## src/rtl/u8d_pkg.sv

```systemverilog
`timescale 1ns / 1ps
// ----------------------------------------------------------------------------
// u8d_pkg
// Shared widths and constants of the UTF-8 stream decoder.
// ----------------------------------------------------------------------------
package u8d_pkg;

  localparam int unsigned ByteW = 8;
  localparam int unsigned CpW   = 21;
  localparam int unsigned LenW  = 3;
  localparam int unsigned CntW  = 2;

  localparam logic [CpW-1:0] ReplChar = 21'h00FFFD;

  // Lead byte classes
  localparam logic [ByteW-1:0] Lead2Mask = 8'hE0;
  localparam logic [ByteW-1:0] Lead2Code = 8'hC0;
  localparam logic [ByteW-1:0] Lead3Mask = 8'hF0;
  localparam logic [ByteW-1:0] Lead3Code = 8'hE0;
  localparam logic [ByteW-1:0] Lead4Mask = 8'hF8;
  localparam logic [ByteW-1:0] Lead4Code = 8'hF0;

  localparam logic [LenW-1:0] SeqLen2 = 3'd2;
  localparam logic [LenW-1:0] SeqLen3 = 3'd3;
  localparam logic [LenW-1:0] SeqLen4 = 3'd4;

endpackage

```

## src/rtl/u8d_stream_if.sv

```systemverilog
`timescale 1ns / 1ps
// ----------------------------------------------------------------------------
// u8d_stream_if
// Valid/ready channels of the decoder: raw bytes in, code points out.
// ----------------------------------------------------------------------------
interface u8d_in_if;
  logic                       valid;
  logic                       ready;
  logic [u8d_pkg::ByteW-1:0]  data_byte;
  logic                       end_flag;

  modport source (output valid, output data_byte, output end_flag, input ready);
  modport sink   (input valid, input data_byte, input end_flag, output ready);
endinterface

interface u8d_out_if;
  logic                       valid;
  logic                       ready;
  logic [u8d_pkg::CpW-1:0]    code_point;
  logic                       is_replacement;
  logic                       last_of_run;

  modport source (output valid, output code_point, output is_replacement,
                  output last_of_run, input ready);
  modport sink   (input valid, input code_point, input is_replacement,
                  input last_of_run, output ready);
endinterface

```

## src/rtl/utf8_stream_decoder.sv

```systemverilog
`timescale 1ns / 1ps
// ----------------------------------------------------------------------------
// utf8_stream_decoder
// Lenient UTF-8 decoder with byte-wise U+FFFD replacement.
// ----------------------------------------------------------------------------
// in_i carries one text byte per word, or an end marker (end_flag) that
// flushes an unfinished sequence. out_o gives zero to four code point words
// per input word; last_of_run marks the final word caused by one input word.
// An input word lands in an input register; the decode logic reads it with
// the sequence state and, once the result buffer (a count of pending
// replacements plus one tail code point) is free, loads that buffer.
// Input accept reaches the output through the input register, then the buffer.
// Throughput: one input word per cycle while each causes at most one output
// word and the receiver is ready; a word that causes several results holds the
// input register until the single output port, draining one word per cycle,
// pops its last one. When the receiver stalls, the result buffer holds; the
// input register takes a word only while empty, and in_i.ready then drops.
// Reset clears the sequence state and the valid flags of the input register
// and the buffer; the block is ready for words as soon as reset is released.
// ----------------------------------------------------------------------------
module utf8_stream_decoder (
  input  logic           clk_i,
  input  logic           rst_ni,
  u8d_in_if.sink         in_i,
  u8d_out_if.source      out_o
);

  // input register
  logic                        in_valid_q;
  logic [u8d_pkg::ByteW-1:0]   in_byte_q;
  logic                        in_end_q;

  // sequence state
  logic [u8d_pkg::LenW-1:0]    exp_len_q, exp_len_d;
  logic [u8d_pkg::CntW-1:0]    rcv_cnt_q, rcv_cnt_d;
  logic [u8d_pkg::CpW-1:0]     acc_q, acc_d;

  // result buffer
  logic [u8d_pkg::CntW-1:0]    rep_cnt_q, rep_cnt_d;
  logic                        tail_valid_q, tail_valid_d;
  logic [u8d_pkg::CpW-1:0]     tail_cp_q, tail_cp_d;
  logic                        tail_rep_q, tail_rep_d;

  logic                        buf_empty, buf_last, buf_free, load, pop;
  logic                        is_cont, seq_open;
  logic [u8d_pkg::CntW-1:0]    cnt_inc;
  logic [u8d_pkg::CpW-1:0]     acc_shift;
  logic                        take_lead;

  assign buf_empty = (rep_cnt_q == '0) && !tail_valid_q;
  assign buf_last  = (rep_cnt_q == '0) || ((rep_cnt_q == 2'd1) && !tail_valid_q);
  assign pop       = out_o.valid && out_o.ready;
  assign buf_free  = buf_empty || (pop && buf_last);
  assign load      = in_valid_q && buf_free;

  assign in_i.ready = !in_valid_q || load;

  assign out_o.valid          = !buf_empty;
  assign out_o.code_point     = (rep_cnt_q != '0) ? u8d_pkg::ReplChar : tail_cp_q;
  assign out_o.is_replacement = (rep_cnt_q != '0) ? 1'b1 : tail_rep_q;
  assign out_o.last_of_run    = buf_last;

  assign is_cont   = (in_byte_q[7:6] == 2'b10);
  assign seq_open  = (exp_len_q != '0);
  assign cnt_inc   = rcv_cnt_q + 2'd1;
  assign acc_shift = {acc_q[u8d_pkg::CpW-7:0], in_byte_q[5:0]};

  always_comb begin
    exp_len_d    = exp_len_q;
    rcv_cnt_d    = rcv_cnt_q;
    acc_d        = acc_q;
    rep_cnt_d    = rep_cnt_q;
    tail_valid_d = tail_valid_q;
    tail_cp_d    = tail_cp_q;
    tail_rep_d   = tail_rep_q;
    take_lead    = 1'b0;

    // drain one word
    if (pop) begin
      if (rep_cnt_q != '0) begin
        rep_cnt_d = rep_cnt_q - 2'd1;
      end else begin
        tail_valid_d = 1'b0;
      end
    end

    if (load) begin
      rep_cnt_d    = '0;
      tail_valid_d = 1'b0;
      tail_cp_d    = u8d_pkg::ReplChar;
      tail_rep_d   = 1'b1;
      if (in_end_q) begin
        rep_cnt_d = rcv_cnt_q;
        exp_len_d = '0;
        rcv_cnt_d = '0;
        acc_d     = '0;
      end else if (seq_open && is_cont) begin
        acc_d     = acc_shift;
        rcv_cnt_d = cnt_inc;
        // a four byte sequence wraps the count to zero
        if (({1'b0, cnt_inc} == exp_len_q) || (cnt_inc == '0)) begin
          tail_valid_d = 1'b1;
          tail_cp_d    = acc_shift;
          tail_rep_d   = 1'b0;
          exp_len_d    = '0;
          rcv_cnt_d    = '0;
          acc_d        = '0;
        end
      end else begin
        // no open or a broken sequence: replace every buffered byte, then restart here
        rep_cnt_d = seq_open ? rcv_cnt_q : '0;
        exp_len_d = '0;
        rcv_cnt_d = '0;
        acc_d     = '0;
        take_lead = 1'b1;
      end

      if (take_lead) begin
        if (!in_byte_q[7]) begin
          tail_valid_d = 1'b1;
          tail_cp_d    = {{(u8d_pkg::CpW-u8d_pkg::ByteW){1'b0}}, in_byte_q};
          tail_rep_d   = 1'b0;
        end else if ((in_byte_q & u8d_pkg::Lead2Mask) == u8d_pkg::Lead2Code) begin
          acc_d     = {{(u8d_pkg::CpW-5){1'b0}}, in_byte_q[4:0]};
          exp_len_d = u8d_pkg::SeqLen2;
          rcv_cnt_d = 2'd1;
        end else if ((in_byte_q & u8d_pkg::Lead3Mask) == u8d_pkg::Lead3Code) begin
          acc_d     = {{(u8d_pkg::CpW-4){1'b0}}, in_byte_q[3:0]};
          exp_len_d = u8d_pkg::SeqLen3;
          rcv_cnt_d = 2'd1;
        end else if ((in_byte_q & u8d_pkg::Lead4Mask) == u8d_pkg::Lead4Code) begin
          acc_d     = {{(u8d_pkg::CpW-3){1'b0}}, in_byte_q[2:0]};
          exp_len_d = u8d_pkg::SeqLen4;
          rcv_cnt_d = 2'd1;
        end else begin
          tail_valid_d = 1'b1;
        end
      end
    end
  end

  always_ff @(posedge clk_i or negedge rst_ni) begin
    if (!rst_ni) begin
      in_valid_q   <= 1'b0;
      exp_len_q    <= '0;
      rcv_cnt_q    <= '0;
      acc_q        <= '0;
      rep_cnt_q    <= '0;
      tail_valid_q <= 1'b0;
    end else begin
      if (in_i.ready) begin
        in_valid_q <= in_i.valid;
      end
      exp_len_q    <= exp_len_d;
      rcv_cnt_q    <= rcv_cnt_d;
      acc_q        <= acc_d;
      rep_cnt_q    <= rep_cnt_d;
      tail_valid_q <= tail_valid_d;
    end
  end

  always_ff @(posedge clk_i) begin
    if (in_i.ready && in_i.valid) begin
      in_byte_q <= in_i.data_byte;
      in_end_q  <= in_i.end_flag;
    end
    tail_cp_q  <= tail_cp_d;
    tail_rep_q <= tail_rep_d;
  end

endmodule

```

## src/flat_wrapper.sv

```systemverilog
// flat-port wrapper written by rule: the top's interface ports become plain ports
module utf8_stream_decoder_flat 
  (clk_i, rst_ni, in_i_valid, in_i_data_byte, in_i_end_flag, in_i_ready, out_o_valid, out_o_code_point, out_o_is_replacement, out_o_last_of_run, out_o_ready);
  u8d_in_if in_i_i ();
  u8d_out_if out_o_i ();
  input  logic clk_i;
  input  logic rst_ni;
  input wire logic [$bits(in_i_i.valid)-1:0] in_i_valid;
  input wire logic [$bits(in_i_i.data_byte)-1:0] in_i_data_byte;
  input wire logic [$bits(in_i_i.end_flag)-1:0] in_i_end_flag;
  output wire logic [$bits(in_i_i.ready)-1:0] in_i_ready;
  output wire logic [$bits(out_o_i.valid)-1:0] out_o_valid;
  output wire logic [$bits(out_o_i.code_point)-1:0] out_o_code_point;
  output wire logic [$bits(out_o_i.is_replacement)-1:0] out_o_is_replacement;
  output wire logic [$bits(out_o_i.last_of_run)-1:0] out_o_last_of_run;
  input wire logic [$bits(out_o_i.ready)-1:0] out_o_ready;
  assign in_i_i.valid = in_i_valid;
  assign in_i_i.data_byte = in_i_data_byte;
  assign in_i_i.end_flag = in_i_end_flag;
  assign in_i_ready = in_i_i.ready;
  assign out_o_valid = out_o_i.valid;
  assign out_o_code_point = out_o_i.code_point;
  assign out_o_is_replacement = out_o_i.is_replacement;
  assign out_o_last_of_run = out_o_i.last_of_run;
  assign out_o_i.ready = out_o_ready;
  utf8_stream_decoder u_core (.clk_i(clk_i), .rst_ni(rst_ni), .in_i(in_i_i), .out_o(out_o_i));
endmodule
```

## config.mk

```make
export PLATFORM = sky130hd
export DESIGN_NAME = utf8_stream_decoder_flat
export DESIGN_NICKNAME = d
export VERILOG_FILES = /design/src/rtl/u8d_pkg.sv /design/src/rtl/u8d_stream_if.sv /design/src/rtl/utf8_stream_decoder.sv /design/src/flat_wrapper.sv
export SDC_FILE = /design/constraint.sdc
export NUM_CORES = 1
export LEC_CHECK = 0
export BUFFER_PORTS_ARGS = -buffer_cell sky130_fd_sc_hd__buf_2
export CORE_UTILIZATION = 50
export DETAILED_ROUTE_END_ITERATION = 12
export PLACE_DENSITY = 0.84
export SYNTH_ARGS = -nofsm -noshare
export SYNTH_HDL_FRONTEND = slang
export SYNTH_SLANG_ARGS = --single-unit
```

## constraint.sdc

```tcl
create_clock -name clk_i -period 2.25 [get_ports clk_i]
set_input_delay 0.45 -clock clk_i [delete_from_list [all_inputs] [get_ports clk_i]]
set_output_delay 0.45 -clock clk_i [all_outputs]
set_load 0.03 [all_outputs]
```

==> flow_summary.yaml, run 1 <==
critical_path:
  path_class: "register to register"
  required_ns: 2.31
  startpoint_type: "register"
  rrSetupSlack_ns: 0.12
  critPathArrivalTime_ns: 2.19
  crit_fanout: 13
  reg2reg_to: "u_core.tail_cp_q[6]$_DFFE_PP_"
  ff2ff_path_depth: 6
  crit_slowest_cell: "dfrtp_1"
  crit_path_cell_trace: "ha_1, xor2_1, nor3_1, o21bai_1, buf_4, o22a_1"
  end_kind: "register"
  cp_slowest_stage_delay_ns: 0.45
  worstReg2RegStart: "u_core.rcv_cnt_q[0]$_DFFE_PN0P_"
grt:
  grt_antenna_before_repair: 0
  track_usage_pct: 19.3
  grt_max_degree: 25
  grt_overflow: 0
  grt_pass1_wl_mm: 7.66
  grt_pass1_vias: 1630
worst_hold_path:
  min_path_type: "input pin to async pin"
die:
  dieArea_um2: 5300
  fp.dieW_um: 72.8
  die_h_um: 72.8
  fp-row-count: 25
  ioPinCount: 38
  core-area_um2: 4790
  start_util_pct: 52.4
placed_design:
  io_buffers: 37
  finalWeightedCongestion: 0.895
  dpl.hpwl_mm: 3.05
  placed_area_um2: 2760
detailed_routing:
  drc: 0
  dr.pass1.iters: 4
  wl_mm: 4.43
  via_per_inst: 5.32
  first_iter_violations: 137
  via_count: 1724
  final_antenna_net_count: 0
  post_drt_wl_per_cell_um: 13.7
power:
  p_leak_nw: 1.14
  p_clk_share_pct: 16.7
  pwr-share-seq_pct: 40.4
  total_power_mw: 4.01
  power.density_nw_per_um2: 1390
  swShare_pct: 40.7
  p_int_mw: 2.38
  ir_worst_vdd_mv: 0.889
  comb_power_share_pct: 42.9
  switchingPower_mw: 1.63
logic_synthesis:
  synth_area_leaders: "edfxtp_1 37%, dfrtp_1 24%, nand2b_1 4.5%"
  synth_edf_count: 31
  syn_inst: 218
  yosys_most_used_dff: "edfxtp_1"
  async_reset_ff_share_pct: 43.6
  yosysTopAreaCell: "edfxtp_1"
  synth_area_um2: 2510
  ys_seq_area_share_pct: 61.1
  ys_seq_elements: 55
  ys_types: 43
  synth_nets: 234
  avgSynthCellArea_um2: 11.5
  ys_warn_count: 0
  synth_top_area_share_pct: 37.1
finish:
  stdcell_area_um2: 2880
  syn_to_final_growth_pct: 14.9
  final_nets: 272
  drive_above_1_share_pct: 23.7
  n_antenna_cell: 0
run_status:
  status: "finished, final reports clean"
timing:
  hold_violations: 0
  finalMaxSlewViolations: 0
  finalClockSkew_ns: 0.00839
  fmax_ghz: 0.470
  relSlewSlack_pct: 64.0
  post-route-min-period_ns: 2.13
  tightest_slew_ns: 0.540
  min_period_over_period_pct: 94.6
  setup_viol: 0
  tns_ns: 0
cts:
  cts_tree: "yes"
  cts_sinks: 55
  postCtsSetupBuffers: 0
  h-tree-depth: 2
  clk_latency_ns: 0.31
  clk_pin_slew_ns: 0.09
  cts_root_buffer: "clkbuf_8"
  clock_path_buffers: 2
  numCtsBuffers: 5
run:
  drv_cap: 0
==> cells in the final DEF, fill, tap and decap left out, types with 7 or more instances in the layout <==
cell       n
and2_1     8
buf_2     37
buf_4      7
dfrtp_1   24
edfxtp_1  31
inv_1     14
nand2_1   24
nand2b_1  18
nor2_1     9
o21a_1     9
o21ai_0   10
==> logic make-up (layout without fill, tap and decap cells) <==
family                   Yosys count  count (layout)  share of synthesized area, %
multiplexers                       5               5                          2.00
XOR/XNOR                           2               2                         0.699
AO/OA/AOI/OAI                     50              50                          13.8
flip-flops                        55              55                          61.1
adder cells (fa/ha/maj)            3               3                          1.50
AND/OR/NAND/NOR                   76              76                          16.1
buffers and inverters             27              66                          4.89
==> stage by stage <==
stage          setup slack (ns)  utilization, %  hold slack [ns]  instances
2_1_floorplan            0.0248               -            0.154        218
5_1_grt                -0.00409            60.2            0.151        324
4_1_cts                   0.104            60.1            0.132        324
3_5_place_dp              0.156            57.6            0.471        316
3_3_place_gp              0.244            57.6            0.464        316
6_report                  0.122            60.2            0.111        324
==> area by class of cell <==
type                            count  area, um2
Inverter                           14       52.6
Timing Repair Buffer               44        238
Tap cell                           67       83.8
Multi-Input combinational cell    136        858
Clock buffer                        6       82.6
Clock inverter                      2       35.0
Fill cell                         401       1900
Sequential cell                    55       1530
==> worst max-delay path by stage <==
stage | from | endpoint | slack, ns
floorplan | u_core.rep_cnt_q[0]$_DFFE_PN0P_ | u_core.tail_cp_q[0]$_DFFE_PP_ | 0.02
global placement | u_core.in_end_q$_DFFE_PP_ | u_core.exp_len_q[0]$_DFFE_PN0P_ | 0.24
detailed placement | u_core.rcv_cnt_q[0]$_DFFE_PN0P_ | u_core.acc_q[11]$_DFFE_PN0P_ | 0.16
CTS | u_core.rcv_cnt_q[0]$_DFFE_PN0P_ | u_core.acc_q[11]$_DFFE_PN0P_ | 0.10
global route | u_core.rcv_cnt_q[0]$_DFFE_PN0P_ | u_core.tail_cp_q[6]$_DFFE_PP_ | -0.004
finish | u_core.rcv_cnt_q[0]$_DFFE_PN0P_ | u_core.tail_cp_q[6]$_DFFE_PP_ | 0.12
==> per-layer routing <==
metal	vias to the layer above	part of all wire (%)	GRT usage [%]	wire length (um)
li1	837	-	-	-
met1	817	42	25.4	1880
met2	63	51	31.7	2250
met3	7	4.9	4.56	219
met4	0	1.7	6.54	75
met5	-	0	0	0
==> worst max-delay path: cells and delay by family, from the launching register on <==
family	cells	cell delay, ns
AOI/OAI and AO/OA	2	0.36
xor gates and xnor gates	1	0.17
DFF	1	0.45
buffers and inverters	1	0.20
adders and majority gates	1	0.34
and+or+nand+nor	1	0.36
==> timing repair <==
action | CTS | global route
endpoints found under the hold margin | 0 | 0
hold buffers | 0 | 0
setup endpoints to repair | 0 | 15
gates resized for setup | 0 | 1
==> sequential cells by signal, indices dropped and copies added (netlist names) <==
signal               flops
u_core.acc_q            15
u_core.exp_len_q         3
u_core.in_byte_q         8
u_core.in_end_q          1
u_core.in_valid_q        1
u_core.rcv_cnt_q         2
u_core.rep_cnt_q         2
u_core.tail_cp_q        21
u_core.tail_rep_q        1
u_core.tail_valid_q      1
==> power groups by stage <==
stage               Clock [mW]  Sequential [mW]  Combinational, mW
floorplan                    0             1.58               1.31
global route             0.721             1.65               1.89
CTS                      0.679             1.62               1.73
detailed placement           0             1.64               1.72
global placement             0             1.62               1.68
finish                   0.671             1.62               1.72
==> cell usage after synthesis (2+ instances only) <==
cell	n
mux2i_1	5
buf_2	2
or3_1	2
nand3b_1	2
nand4_1	2
a21oi_1	6
nand2_1	24
o22ai_1	5
nand3_1	3
o21ai_0	10
a22o_1	2
o211ai_1	2
a21o_1	6
dfrtp_1	24
inv_1	14
and2_1	8
ha_1	3
nand2b_1	18
nor3_1	3
clkbuf_1	8
o21a_1	9
nor2_1	9
edfxtp_1	31
(Power assumes the default switching activity.)
==> run 2, diff against run 1 <==
Settings changed: CORE_ASPECT_RATIO from default to 0.6.
==> flow_summary.yaml, run 2 (synthesis gave the netlist of run 1 again) <==
run_status:
  status: "finished, final reports clean"
critical_path:
  crit_fanout: 23
  required_ns: 2.31
  rrSetupSlack_ns: 0.15
  startpoint_type: "register"
  critPathArrivalTime_ns: 2.16
  path_class: "register to register"
  end_kind: "register"
finish:
  finish.utilization_pct: 61.3
  instances_no_fill: 320
  fillerInstances: 378
  final_nets: 272
  n_antenna_cell: 0
  layout_commonest_cell: "buf_2"
  regMostFlops: "u_core.tail_cp_q"
  layout_common_cells: "37 x buf_2, 31 x edfxtp_1, 24 x nand2_1, 24 x dfrtp_1, 18 x nand2b_1"
  syn_to_final_growth_pct: 14.4
  largest_reg_flops: 21
  drive_above_1_share_pct: 23.3
  top_regs: "u_core.tail_cp_q x21, u_core.acc_q x15, u_core.in_byte_q x8"
die:
  die_h_um: 56.9
  dieArea_um2: 5310
  ioPinCount: 38
  fp-row-count: 19
  fp.dieW_um: 93.4
  start_util_pct: 53.5
  core-area_um2: 4680
grt:
  grt_antenna_before_repair: 0
  grt_pass1_vias: 1544
  track_usage_pct: 20.0
  grt_max_degree: 38
  grt_use_met3_pct: 5.42
  top_usage_layer: "met1"
  grt_pass1_wl_mm: 7.84
  met2_usage_pct: 27.7
  grt_overflow: 0
  use_met1_pct: 30.3
timing:
  post-route-min-period_ns: 2.10
  fmax_ghz: 0.477
  tns_ns: 0
  min_period_over_period_pct: 93.2
  finalClockSkew_ns: 0.00727
  finalMaxSlewViolations: 0
  setup_viol: 0
  rsz0062_at_grt: "false"
  tightest_slew_ns: 0.565
  relSlewSlack_pct: 62.3
  timing.hold.ws_ns: 0.118
  hold_violations: 0
cts:
  clk_pin_slew_ns: 0.10
  cts.repair.resized: 0
  cts_sinks: 55
  clk_latency_ns: 0.31
  h-tree-depth: 2
  cts_tree: "yes"
  clock_path_buffers: 2
  postCtsSetupBuffers: 0
  cts_root_buffer: "clkbuf_8"
  ctsHoldBuffers: 0
  numCtsBuffers: 5
detailed_routing:
  drc: 0
  via_per_inst: 5.34
  wl_mm: 4.78
  post_drt_wl_per_cell_um: 14.9
  first_iter_violations: 101
  via_count: 1709
  final_antenna_net_count: 0
  dr.pass1.iters: 4
power:
  ir_worst_vdd_mv: 0.854
  p_leak_nw: 1.13
  power.density_nw_per_um2: 1380
placed_design:
  io_buffers: 37
  dpl.hpwl_mm: 3.22
  finalWeightedCongestion: 0.865
  dp_cells: 312
worst_hold_path:
  min_path_type: "input pin to async pin"
run:
  drv_cap: 0
[run 2: critical path, cell delays in order, from the launching register on]
cell      delay, ns
dfrtp_1        0.44
ha_1           0.34
xor2_1         0.18
nor3_1         0.34
o21bai_1       0.17
buf_12         0.19
o21a_1         0.19
[run 2: per-layer routing]
layer	vias up	routed length, um	part of all wire (%)
met5	-	0	0
li1	837	-	-
met3	7	289	6.0
met1	804	2400	50
met2	61	2040	43
met4	0	58	1.2
[run 2: worst paths after layout]
| path | from | to | cells after the start |
|---|---|---|---|
| worst max-delay path | u_core.rcv_cnt_q[0]$_DFFE_PN0P_ | u_core.tail_cp_q[15]$_DFFE_PP_ | 6 |
| worst min-delay path | rst_ni | u_core.exp_len_q[2]$_DFFE_PN0P_ | 1 |
| worst max register to register | u_core.rcv_cnt_q[0]$_DFFE_PN0P_ | u_core.tail_cp_q[15]$_DFFE_PP_ | 6 |
| worst min register to register | u_core.acc_q[9]$_DFFE_PN0P_ | u_core.acc_q[9]$_DFFE_PN0P_ | 2 |
| max in group asynchronous | rst_ni | u_core.acc_q[14]$_DFFE_PN0P_ | 1 |
| min in group clk_i | in_i_data_byte[0] | u_core.in_byte_q[0]$_DFFE_PP_ | 1 |
[run 2: cell type report]
cell class	instances	area, um2	share of cell area [%]
Multi-Input combinational cell	136	858	29.9
Tap cell	63	78.8	2.75
Inverter	14	52.6	1.83
Timing Repair Buffer	44	263	9.16
Clock inverter	2	12.5	0.436
Clock buffer	6	72.6	2.53
Sequential cell	55	1530	53.4
[run 2: stage by stage]
step	worst slack, ns	area (um2)	total power [mW]
3_3_place_gp	0.242	2780	3.37
2_1_floorplan	0.0248	2510	2.89
5_1_grt	0.0131	2870	4.19
6_report	0.152	2870	3.95
4_1_cts	0.100	2860	3.97
3_5_place_dp	0.118	2780	3.43
[run 2: power breakdown]
group / internal (mW) / switching (mW)
clock: 0.218 / 0.313
sequential: 1.45 / 0.159
combinational: 0.602 / 1.20
